## config.mk

```make
export PLATFORM = sky130hd
export DESIGN_NAME = bsa_ctrl
export DESIGN_NICKNAME = d
export VERILOG_FILES = /design/src/rtl/bankers_safe_allocator_top_defines.svh /design/src/rtl/bsa_pkg.sv /design/src/rtl/bsa_ctrl.sv
export SDC_FILE = /design/constraint.sdc
export NUM_CORES = 1
export LEC_CHECK = 0
export BUFFER_PORTS_ARGS = -buffer_cell sky130_fd_sc_hd__clkbuf_2
export CAP_MARGIN = 20
export CELL_PAD_IN_SITES_DETAIL_PLACEMENT = 0
export CELL_PAD_IN_SITES_GLOBAL_PLACEMENT = 1
export CORE_MARGIN = 4
export CORE_UTILIZATION = 31
export CTS_BUF_LIST = sky130_fd_sc_hd__clkbuf_4 sky130_fd_sc_hd__clkbuf_8 sky130_fd_sc_hd__clkbuf_16
export DETAILED_ROUTE_END_ITERATION = 6
export GPL_TIMING_DRIVEN = 0
export PLACE_DENSITY_LB_ADDON = 0.1
export REMOVE_ABC_BUFFERS = 1
export SYNTH_ARGS = -nofsm -noshare
export SYNTH_HDL_FRONTEND = slang
export SYNTH_SLANG_ARGS = --single-unit
```

## constraint.sdc

```tcl
create_clock -name clk -period 3.85 [get_ports clk]
set_input_delay 0 -clock clk [delete_from_list [all_inputs] [get_ports clk]]
set_output_delay 0 -clock clk [all_outputs]
set_load 0.01 [all_outputs]
```

## src/rtl/bankers_safe_allocator_top_defines.svh

```systemverilog
// assertion macros for the bankers safe allocator
// uses the clk and rst_n names of the module that includes it
`ifndef BANKERS_SAFE_ALLOCATOR_TOP_DEFINES_SVH
`define BANKERS_SAFE_ALLOCATOR_TOP_DEFINES_SVH

// same-cycle implication
`define BSA_ASSERT_NOW(lbl, ante, cons, msg) \
  lbl: assert property (@(posedge clk) disable iff (!rst_n) (ante) |-> (cons)) else $error(msg);

// next-cycle implication
`define BSA_ASSERT_NEXT(lbl, ante, cons, msg) \
  lbl: assert property (@(posedge clk) disable iff (!rst_n) (ante) |=> (cons)) else $error(msg);

`endif

```

## src/rtl/bsa_pkg.sv

```systemverilog
// bankers safe allocator package: request and result types, codes,
// controller command and status structs; no dependencies
package bsa_pkg;

  localparam logic [2:0] OP_LOAD_AVAIL = 3'd0;
  localparam logic [2:0] OP_LOAD_MAX   = 3'd1;
  localparam logic [2:0] OP_LOAD_ALLOC = 3'd2;
  localparam logic [2:0] OP_REQUEST    = 3'd3;
  localparam logic [2:0] OP_CHECK      = 3'd4;

  localparam logic [2:0] ST_ACCEPTED      = 3'd0;
  localparam logic [2:0] ST_GRANTED       = 3'd1;
  localparam logic [2:0] ST_DENIED_LIMIT  = 3'd2;
  localparam logic [2:0] ST_DENIED_UNSAFE = 3'd3;
  localparam logic [2:0] ST_CHECKED       = 3'd4;

  localparam int CFG_IDX_W  = 1;
  localparam int CFG_DATA_W = 5;
  localparam logic [CFG_IDX_W-1:0] CFG_THREADS   = 1'd0;
  localparam logic [CFG_IDX_W-1:0] CFG_RESOURCES = 1'd1;

  typedef struct packed {
    logic [2:0]  operation;
    logic [3:0]  thread;
    logic [2:0]  resource;
    logic [15:0] amount;
    logic        last;
  } bsa_req_t;

  typedef struct packed {
    logic [2:0] status;
    logic       safe;
  } bsa_rsp_t;

  typedef struct packed {
    logic       capture;
    logic       load_avail;
    logic       load_max;
    logic       rd_req;
    logic       load_alloc_wr;
    logic       pend_write;
    logic       pend_clear;
    logic       r_clear;
    logic       r_step;
    logic       rd_pend;
    logic       rd_scan;
    logic       scan_init;
    logic       t_step;
    logic       pass_restart;
    logic       finish_thread;
    logic       work_add;
    logic       commit_wr;
    logic       respond;
    logic [2:0] status;
    logic       safe;
  } bsa_cmd_t;

  typedef struct packed {
    logic [2:0] op;
    logic       tr_ok;
    logic       last;
    logic       pend_t_ok;
    logic       r_end;
    logic       t_end;
    logic       fin;
    logic       progress;
    logic       all_done;
    logic       deny;
    logic       no_fit;
    logic       eval;
  } bsa_sts_t;

endpackage

```

## src/rtl/bsa_ctrl.sv

```systemverilog
// bankers safe allocator controller: sequences loads, request evaluation,
// safety scan and commit; depends on bsa_pkg
module bsa_ctrl
  import bsa_pkg::*;
(
  input  logic     clk,
  input  logic     rst_n,
  input  logic     start,
  input  bsa_sts_t sts,
  output bsa_cmd_t cmd,
  output logic     busy
);

  localparam logic [3:0] S_IDLE    = 4'd0;
  localparam logic [3:0] S_DEC     = 4'd1;
  localparam logic [3:0] S_ALLOC   = 4'd2;
  localparam logic [3:0] S_EV_RD   = 4'd3;
  localparam logic [3:0] S_EV_CMP  = 4'd4;
  localparam logic [3:0] S_INIT    = 4'd5;
  localparam logic [3:0] S_THREAD  = 4'd6;
  localparam logic [3:0] S_CHK_RD  = 4'd7;
  localparam logic [3:0] S_CHK_CMP = 4'd8;
  localparam logic [3:0] S_ADD_RD  = 4'd9;
  localparam logic [3:0] S_ADD_ACC = 4'd10;
  localparam logic [3:0] S_COM_RD  = 4'd11;
  localparam logic [3:0] S_COM_WR  = 4'd12;

  logic [3:0] state_r, state_nxt;
  logic       scan_end, scan_safe;

  always_comb begin
    cmd       = '0;
    state_nxt = state_r;
    scan_end  = 1'b0;
    scan_safe = 1'b0;
    unique case (state_r)
      S_IDLE: begin
        if (start) begin
          cmd.capture = 1'b1;
          state_nxt   = S_DEC;
        end
      end
      S_DEC: begin
        unique case (sts.op)
          OP_LOAD_AVAIL: begin
            cmd.load_avail = 1'b1;
            cmd.respond    = 1'b1;
            state_nxt      = S_IDLE;
          end
          OP_LOAD_MAX: begin
            cmd.load_max = 1'b1;
            cmd.respond  = 1'b1;
            state_nxt    = S_IDLE;
          end
          OP_LOAD_ALLOC: begin
            if (sts.tr_ok) begin
              cmd.rd_req = 1'b1;
              state_nxt  = S_ALLOC;
            end else begin
              cmd.respond = 1'b1;
              state_nxt   = S_IDLE;
            end
          end
          OP_REQUEST: begin
            cmd.pend_write = 1'b1;
            cmd.r_clear    = 1'b1;
            if (sts.last) begin
              state_nxt = S_EV_RD;
            end else begin
              cmd.respond = 1'b1;
              state_nxt   = S_IDLE;
            end
          end
          OP_CHECK: begin
            state_nxt = S_INIT;
          end
          default: begin
            cmd.respond = 1'b1;
            state_nxt   = S_IDLE;
          end
        endcase
      end
      S_ALLOC: begin
        cmd.load_alloc_wr = 1'b1;
        cmd.respond       = 1'b1;
        state_nxt         = S_IDLE;
      end
      S_EV_RD: begin
        if (!sts.pend_t_ok) begin
          cmd.respond    = 1'b1;
          cmd.status     = ST_DENIED_LIMIT;
          cmd.pend_clear = 1'b1;
          state_nxt      = S_IDLE;
        end else if (sts.r_end) begin
          state_nxt = S_INIT;
        end else begin
          cmd.rd_pend = 1'b1;
          state_nxt   = S_EV_CMP;
        end
      end
      S_EV_CMP: begin
        if (sts.deny) begin
          cmd.respond    = 1'b1;
          cmd.status     = ST_DENIED_LIMIT;
          cmd.pend_clear = 1'b1;
          state_nxt      = S_IDLE;
        end else begin
          cmd.r_step = 1'b1;
          state_nxt  = S_EV_RD;
        end
      end
      S_INIT: begin
        cmd.scan_init = 1'b1;
        state_nxt     = S_THREAD;
      end
      S_THREAD: begin
        if (sts.all_done) begin
          scan_end  = 1'b1;
          scan_safe = 1'b1;
        end else if (sts.t_end) begin
          if (sts.progress) begin
            cmd.pass_restart = 1'b1;
          end else begin
            scan_end = 1'b1;
          end
        end else if (sts.fin) begin
          cmd.t_step = 1'b1;
        end else begin
          cmd.r_clear = 1'b1;
          state_nxt   = S_CHK_RD;
        end
      end
      S_CHK_RD: begin
        cmd.r_clear = sts.r_end;
        cmd.rd_scan = !sts.r_end;
        state_nxt   = sts.r_end ? S_ADD_RD : S_CHK_CMP;
      end
      S_CHK_CMP: begin
        if (sts.no_fit) begin
          cmd.t_step = 1'b1;
          state_nxt  = S_THREAD;
        end else begin
          cmd.r_step = 1'b1;
          state_nxt  = S_CHK_RD;
        end
      end
      S_ADD_RD: begin
        if (sts.r_end) begin
          cmd.finish_thread = 1'b1;
          state_nxt         = S_THREAD;
        end else begin
          cmd.rd_scan = 1'b1;
          state_nxt   = S_ADD_ACC;
        end
      end
      S_ADD_ACC: begin
        cmd.work_add = 1'b1;
        cmd.r_step   = 1'b1;
        state_nxt    = S_ADD_RD;
      end
      S_COM_RD: begin
        if (sts.r_end) begin
          cmd.respond    = 1'b1;
          cmd.status     = ST_GRANTED;
          cmd.safe       = 1'b1;
          cmd.pend_clear = 1'b1;
          state_nxt      = S_IDLE;
        end else begin
          cmd.rd_pend = 1'b1;
          state_nxt   = S_COM_WR;
        end
      end
      S_COM_WR: begin
        cmd.commit_wr = 1'b1;
        cmd.r_step    = 1'b1;
        state_nxt     = S_COM_RD;
      end
      default: begin
        state_nxt = S_IDLE;
      end
    endcase

    if (scan_end) begin
      if (!sts.eval) begin
        cmd.respond = 1'b1;
        cmd.status  = ST_CHECKED;
        cmd.safe    = scan_safe;
        state_nxt   = S_IDLE;
      end else if (scan_safe) begin
        cmd.r_clear = 1'b1;
        state_nxt   = S_COM_RD;
      end else begin
        cmd.respond    = 1'b1;
        cmd.status     = ST_DENIED_UNSAFE;
        cmd.pend_clear = 1'b1;
        state_nxt      = S_IDLE;
      end
    end
  end

  always_ff @(posedge clk) begin
    if (!rst_n) begin
      state_r <= S_IDLE;
    end else begin
      state_r <= state_nxt;
    end
  end

  assign busy = (state_r != S_IDLE);

endmodule

```

==> Word-level counts from Yosys, hierarchy flattened <==
Cells that the tools add are included.
{ "word_totals": {"regBits": 4, "in_bits": 17, "out_inout_bits": 23, "elab_cells": 105} }
{ "classes": {"n_eq_ne": 20, "n_mux": 78, "reduce_logical": 6} }
{ "ops": {"columns": ["operator", "count"], "rows": [
  ["4-bit 2-to-1 mux", 14],
  ["4-bit one-hot mux with 12 select lines", 1],
  ["1-bit 2-to-1 mux", 44],
  ["4-bit equality test (second input constant)", 5],
  ["4-bit by 3-bit equality test with 1-bit output (second input constant)", 4],
  ["2-bit 2-to-1 mux", 6],
  ["3-bit != test (second input constant)", 4],
  ["1-bit one-hot mux with 3 select lines", 4],
  ["4-bit one-hot mux with 3 select lines", 1],
  ["5-bit 2-to-1 mux", 2],
  ["3-bit one-hot mux with 3 select lines", 1],
  ["4-bit by 2-bit equality test with 1-bit output (second input constant)", 2],
  ["3-bit by 2-bit equality test with 1-bit output (second input constant)", 2],
  ["1-bit one-hot mux with 2 select lines", 3],
  ["1-bit one-hot mux with 5 select lines", 1],
  ["4-bit by 1-bit equality test with 1-bit output (second input constant)", 1],
  ["4-bit logical NOT", 1],
  ["4-bit AND reduction", 1],
  ["4-bit nonzero test", 1],
  ["3-bit by 1-bit equality test with 1-bit output (second input constant)", 1],
  ["3-bit equality test (second input constant)", 1],
  ["3-bit logical NOT", 1],
  ["3-bit 2-to-1 mux", 1],
  ["2-bit OR reduction", 1],
  ["1-bit logical NOT", 1]
]} }

==> Depth between registers and ports, before layout <==
Gate-level depths: netlist (run 1).
{ "logic_depth": {"depth_word": 7, "depth_mapped": 6, "mapped_depth_nobuf": 5} }

==> Worst setup path before layout (run 1) <==
OpenSTA, ideal clock, no wires.
{ "synth_path": {"path_type": "register to register", "start": "reg state_r[3]", "end": "reg state_r[1]", "setup_ps": 74, "arrival_ps": 1487, "t_required_ps": 3776, "slack_ps": 2288, "stages_incl_launch_ff": 7, "path_buffers": 1, "synth_period_minus_slack_ps": 1562, "cell_sequence": "dfxtp_1 -> buf_6 -> and4bb_2 -> and3_4 -> a21oi_1 -> or3_1 -> a31oi_1"} }
{ "synth_via": {"elab_chain_len": 5, "word_cells_on_any_way": 23, "cone_classes": "eq/ne: 15; mux: 6; reduce/logical: 2"} }
{ "synth_rtl": {"columns": ["element", "line_no", "rtl"], "rows": [
  ["start, declared", "bsa_ctrl.sv:28", "logic [3:0] state_r, state_nxt;"],
  ["start signal, assigned", "bsa_ctrl.sv:205", "state_r <= state_nxt;"],
  ["4-bit by 3-bit equality test with 1-bit output", "bsa_ctrl.sv:36", "unique case (state_r)"],
  ["1-bit 2-to-1 mux", "bsa_ctrl.sv:36", null],
  ["4-bit 2-to-1 mux", "bsa_ctrl.sv:189", "end else if (scan_safe) begin"],
  ["4-bit 2-to-1 mux", "bsa_ctrl.sv:184", "if (!sts.eval) begin"],
  ["4-bit 2-to-1 mux", "bsa_ctrl.sv:183", "if (scan_end) begin"]
]} }
Several ways; a longest one is shown, not always the timed one.
A chain may end at the register's enable or synchronous reset.

==> results.md, run 1 <==
* Status: finished, final reports clean
* Post-route DRC at 0
* Die height at 57.6 um
* Register share of total power at 30.0%
* CP startpoint kind: flop
* Worst reg-to-reg path cell count at 5
* Total gr overflow at 0
* Final Critical Period at 2170 ps
* Largest delay share family, worst path: flip-flops
* Yosys warns at 0
* Most frequent cells in the layout: clkbuf_2, nand2_1, nor2_1
* Largest regs: state_r: 4 flops
* Setup Viol. Count Final at 0
* Clk sinks at 4
* CTS Buf Count at 3
* Arrival time worst endpoint at 2170 ps
* Net Sw Frac at 37.5%
* Max VDD drop at 0.000146 V
* Worst R2R End: state_r[1]
* Placement Rows at 17
* Chip width at 57.6 um
* Placer congestion estimate at 0.791
* Largest net degree at the start of global routing at 25
* Routed WL per cell at 13.1 um
* Commonest non-fill, non-tap cell in the layout: clkbuf_2
* Most flops, register: state_r
* Mapped cell area at 763 um^2
* Place WS at 1820 ps
* Max Cap Violations at 0
* Combinational power share at 41.3%
* Initial Util at 33.5%
* P_leak at 0.463 nW
* DRT iter0 DRCs at 28
* Fin cells at 192
* Area Growth Syn to Fin at 28.7%
* Ant diodes at 0
* Root buf cell: clkbuf_4
* Clk pwr share at 28.8%
* Cell breakdown of the critical path: nor2b_1, nand2_1, nor2_1, o21ai_0, o311ai_0, clkbuf_2
* Worst r2r src: state_r[2]
* Synth area leader: dfxtp_1
* Core area at 2280 um^2
* CP required at 3850 ps
* Post CTS Setup Buffer Count at 0
* Initial antenna violation count at 0
* Max FO, Critical Path at 24
* Mapped Cells at 129
* Drt total wl at 2520 um
* CP Capture Type: output port
* CP max stage cell: dfxtp_1
* Cell Pwr Density at 180 nW/um^2
* Headroom to the max-slew limit at 51.7%
* P_int at 110 uW
* Fmax at 0.461 GHz
* Final Slew Violations at 0
* Post-CTS resize count at 0
* Largest register FFs at 4
* DRT Pass-1 Iters at 4
* DP Cell Count at 189
* Clk Latency, worst-skew pair at 230 ps
* RSZ-0062 raised after global routing: false
* CTS tree: done
* Post-Synthesis Mean Instance Area at 5.92 um^2
* Kind of critical path: reg -> out
* Remaining antenna violation count at 0
* Sum Neg Setup Slack at 0 ps
* End-of-flow core utilization at 43.2%
* H-Tree Depth at 1
* Final Net Count at 183
* FF+latch count, synth at 4
* GRT Total Usage at 15.6%
* Final hold violations at 0
* Full die area at 3320 um^2
* Critical Path Start: state_r[2]
* Worst setup path end: cmd[4]
* CP peak stage delay at 770 ps
* I/O Buffers at 39
* Top post-synthesis cells by area: dfxtp_1, a21oi_1, nand2_1
* Sw power at 66.3 uW
* Hold crit path type: in -> reg
* Actual slew at the worst max-slew pin at 723 ps
* Seq/Total Area, Yosys at 10.5%
* Synth top area share at 10.5%
* CTS Hold Bufs at 0
* I/O pin count at 40
* FF-to-FF setup slack at 1830 ps
* Clock skew at 7.31 ps
* Final WS setup at 1680 ps
* First-pass GRT wire length at 4210 um
* Detailed-route via count at 1033
* Vias per Instance at 5.38
* Share of layout cells above drive strength 1 at 28.0%
* Hold_ws at 48.3 ps
* Number of global-route vias before repair at 923
* Post-synth cell types at 39
* Worst-case clock buffer depth at 2
* HPWL Detailed at 1950 um
* Period utilization at 56.4%
* CTS clk-pin slew, worst paths at 30 ps
* Crit path buf inv count at 1
* WP depth at 6
[kinds of logic (layout without fill, tap and decap cells)]
logic type	count (synthesis)	count (layout)	share of synthesized area, %
and+or+nand+nor	73	73	50.0
AOI/OAI and AO/OA	36	36	29.3
xor gates and xnor gates	2	2	2.30
buffers and inverters	14	49	7.87
DFF	4	4	10.5
[power by group through the flow]
| stage | sequential (mW) | combinational (mW) | clock [mW] |
|---|---|---|---|
| floorplan | 0.0500 | 0.0455 | 0 |
| global placement | 0.0536 | 0.0726 | 0 |
| detailed placement | 0.0536 | 0.0731 | 0 |
| CTS | 0.0530 | 0.0734 | 0.0532 |
| global route | 0.0536 | 0.0834 | 0.0596 |
| finish | 0.0529 | 0.0729 | 0.0508 |
[tightest hold or removal path, delay by kind of cell]
kind                   cells  cell delay (ps)
buffers and inverters      1               90
and+or+nand+nor            1               70
AOI/OAI and AO/OA          1               60
[metrics by stage]
step | power, mW | instance area (um^2)
after floorplan | 0.0955 | 729
after global placement | 0.126 | 960
after detailed placement | 0.127 | 960
after CTS | 0.180 | 982
after global routing | 0.197 | 982
final | 0.177 | 982
[Yosys cell counts]
cell type and instances:
a2bb2oi_1 1, a21oi_1 15, and3_4 1, nand4_1 2
o22a_1 1, o221a_2 1, o21ai_1 1, or3_1 1
nor4b_1 1, inv_1 7, buf_6 1, or3b_2 1
or3b_1 1, nor2b_1 7, and2_1 2, o211ai_1 1
a211oi_1 1, xor2_1 1, o31ai_1 1, clkbuf_1 6
dfxtp_1 4, nor3b_1 2, xnor2_1 1, nand2_1 18
and4bb_2 1, o22ai_1 2, a32oi_1 2, a31oi_1 1
nor2_1 16, o2111ai_1 1, a22o_1 1, and4_1 1
nor3_1 4, nand2b_1 4, o21ai_0 6, nor4_1 1
o311ai_0 1, nand3_1 7, and3_1 3
[final cells by class]
type	instances	area, um^2
Sequential cell	4	80.1
Multi-Input combinational cell	111	623
Inverter	7	26.3
Tap cell	28	35.0
Timing Repair Buffer	39	195
Fill cell	258	1290
Clock buffer	3	22.5
[how the worst min path moves through the flow]
stage	from	end	slack, ps	cells past startpoint
3_5_place_dp	rst_n	state_r[0]	290	3
2_1_floorplan	sts[13]	cmd[20]	50	1
3_3_place_gp	rst_n	state_r[0]	280	3
5_1_grt	rst_n	state_r[0]	60	3
4_1_cts	rst_n	state_r[1]	40	3
6_report	rst_n	state_r[0]	50	3
[per-layer routing]
layer	part of all wire, %	vias to the layer above	routed length [um]	track usage, %
met5	0	-	0	0
met4	0	0	0	2.98
met3	5.9	0	149	3.79
met2	45	27	1130	25.0
met1	49	466	1240	21.4
li1	-	540	-	-
Power figures use the tool's default switching activity.
==> run 2: changes to the inputs <==
--- a/config.mk
+++ b/config.mk
@@ -5,12 +5,13 @@
 export SDC_FILE = /design/constraint.sdc
 export NUM_CORES = 1
 export LEC_CHECK = 0
+export ABC_AREA = 1
 export BUFFER_PORTS_ARGS = -buffer_cell sky130_fd_sc_hd__clkbuf_2
 export CAP_MARGIN = 20
 export CELL_PAD_IN_SITES_DETAIL_PLACEMENT = 0
 export CELL_PAD_IN_SITES_GLOBAL_PLACEMENT = 1
 export CORE_MARGIN = 4
-export CORE_UTILIZATION = 31
+export CORE_UTILIZATION = 26
 export CTS_BUF_LIST = sky130_fd_sc_hd__clkbuf_4 sky130_fd_sc_hd__clkbuf_8 sky130_fd_sc_hd__clkbuf_16
 export DETAILED_ROUTE_END_ITERATION = 6
 export GPL_TIMING_DRIVEN = 0
==> constraint.sdc (replaced) <==
create_clock -name clk -period 2 [get_ports clk]
set_input_delay 0 -clock clk [delete_from_list [all_inputs] [get_ports clk]]
set_output_delay 0 -clock clk [all_outputs]
set_load 0.01 [all_outputs]
==> run 2 against run 1 <==
Compared with the run above:
- synthesized cell count grew 6.2%
- power grew 81%
- combinational power increased by 84%
- sequential power up 70%
- clock power is 88% higher
- non-clock buffer count is 1 higher
- routed wire length shrank 5.4%
- clock skew decreased by 3.2 ps
- synthesized area shrank 8.7%
- flip-flop and latch count unchanged
==> results.md, run 2 <==
* Status: finished, final reports clean
* Remaining antenna violation count at 0
* Xor/xnor share of the synthesized area at 0%
* Simple-gate share of the synthesized area at 61.6%
* Final Critical Period at 1690 ps
* CTS Buf Count at 3
* Clk sinks at 4
* Mapped cell area at 697 um^2
* Largest register FFs at 4
* Largest regs: state_r: 4 flops
* Initial antenna violation count at 0
* HPWL Detailed at 2100 um
* Final Net Count at 199
* I/O Buffers at 39
* Area Growth Syn to Fin at 38.1%
* Yosys warns at 0
* Hold crit path type: in -> reg
* Drt total wl at 2380 um
* Most flops, register: state_r
* Post-synth cell types at 22
* Arrival time worst endpoint at 1690 ps
* Largest net degree at the start of global routing at 8
* I/O pin count at 40
* Top post-synthesis cells by area: nand2_1, inv_1, nor2_1
* Post-Synth Adder-Cell Area at 0%
* Number of global-route vias before repair at 953
* Post-Synthesis Mean Instance Area at 5.09 um^2
* Synth area leader: nand2_1
* RSZ-0062 raised after global routing: false
* Routed WL per cell at 11.4 um
* Met2 wire length at 1050 um
* Kind of critical path: reg -> out
* Clock skew at 4.09 ps
* CP Capture Type: output port
* Max FO, Critical Path at 6
* Largest family of logic cells by synthesized area: simple AND/OR/NAND/NOR gates
* CP startpoint kind: flop
* Worst reg-to-reg path cell count at 7
* Die height at 59.8 um
* H-Tree Depth at 1
* Seq/Total Area, Yosys at 11.5%
* Headroom to the max-slew limit at 66.7%
* Max VDD drop at 0.000297 V
* Asr flop ratio synth at 0%
* Placer congestion estimate at 0.806
* Final Slew Violations at 0
* Ant diodes at 0
* Core area at 2520 um^2
* FF+latch count, synth at 4
* Highest Signal Layer: met3
* Chip width at 59.8 um
* Sum Neg Setup Slack at 0 ps
* P_leak at 0.626 nW
* Met3 Wirelength at 167 um
* DRT Pass-1 Iters at 4
* Clk Latency, worst-skew pair at 230 ps
* Vias per Instance at 4.68
* Post-route DRC at 0
* Max Cap Violations at 0
* DRT iter0 DRCs at 28
* Root buf cell: clkbuf_4
* Placement Rows at 18
* Post-CTS resize count at 0
* CTS tree: done
* Initial Util at 27.6%
* Number of enable flip-flop cells after synthesis at 0
* Total gr overflow at 0
* Share of layout cells above drive strength 1 at 30.6%
* Synth top cells by count: nand2_1, inv_1, nor2_1
* CP required at 2000 ps
* Setup Viol. Count Final at 0
* Fmax at 0.591 GHz
* End-of-flow core utilization at 38.1%
* Hold Path Cell Cnt at 5
* Top-count cell post-synth: nand2_1
* Mux share of post-synthesis cell area at 0%
* Cell Pwr Density at 332 nW/um^2
* GRT Total Usage at 14.6%
* Mapped Cells at 137
* Commonest non-fill, non-tap cell in the layout: clkbuf_2
* Worst-case clock buffer depth at 2
* Detailed-route via count at 982
* Ys flop type: dfxtp_1
* Synth top area share at 19.9%
* Full die area at 3570 um^2
* Period utilization at 84.5%
* CTS clk-pin slew, worst paths at 40 ps
* First-pass GRT wire length at 4000 um
* Most frequent cells in the layout: clkbuf_2, nand2_1, inv_1
* Actual slew at the worst max-slew pin at 497 ps
* Compound-Gate Fraction of Synth Area at 12.4%
* M1 wire length at 1170 um
* Final hold violations at 0
## run 2: cell types whose count changed in the layout (fill, tap and decap cells not counted), moves of 6 or more
cell / change
nand2_1: +19
inv_1: +17
nand3_1: +9
nor2_1: +6
nor2b_1: -7
a21oi_1: -11
## run 2: path summary, 6_finish.rpt
check / slack [ps] / to / start
max: 310 / cmd[1] / state_r[2]
min: 240 / state_r[2] / sts[8]
max reg2reg: 530 / state_r[0] / state_r[0]
min reg2reg: 820 / state_r[3] / state_r[0]
## run 2: routing by layer
layer,GRT usage [%],vias to the layer above
met4,1.90,0
met3,3.24,0
li1,-,529
met2,23.5,31
met5,0,-
met1,20.4,422
## run 2: power by group
group	leakage (nW)	total (mW)	internal, mW	switching (mW)
Sequential	0.0325	0.0897	0.0846	0.00516
Combinational	0.580	0.134	0.0485	0.0855
Clock	0.0138	0.0955	0.0668	0.0287
Total	0.626	0.319	0.200	0.119
## run 2: layout make-up
cell class                      count  area [um^2]
Fill cell                         318         1560
Multi-Input combinational cell    106          515
Timing Repair Buffer               40          205
Inverter                           27          101
Sequential cell                     4         80.1
Tap cell                           30         37.5
Clock buffer                        3         22.5
## run 2: kinds of logic (layout without fill, tap and decap cells)
kind of cell | count (synthesis) | count (layout)
compound gates | 14 | 14
buf+inv | 27 | 70
flops | 4 | 4
simple gates | 92 | 92
## run 2: worst max-delay path, stage by stage (launching register included)
cell and delay (ps):
dfxtp_1 430, inv_2 70, nor2_2 230, nand2_1 170, nor4_2 230, nand2_1 120, nand2_1 80, clkbuf_2 130
## run 2: timing repair
item,CTS,global route
hold endpoints to repair,1,0
hold buffers,1,0
setup buffers,0,0
## run 2: stage by stage
stage	cells	setup WS, ps	power, mW	hold slack [ps]	area [um^2]
final	210	309	0.319	237	962
after global routing	210	156	0.355	243	962
after CTS	210	310	0.325	236	962
after detailed placement	206	547	0.224	207	930
after global placement	206	550	0.225	199	930
after floorplan	137	814	0.168	50.4	697
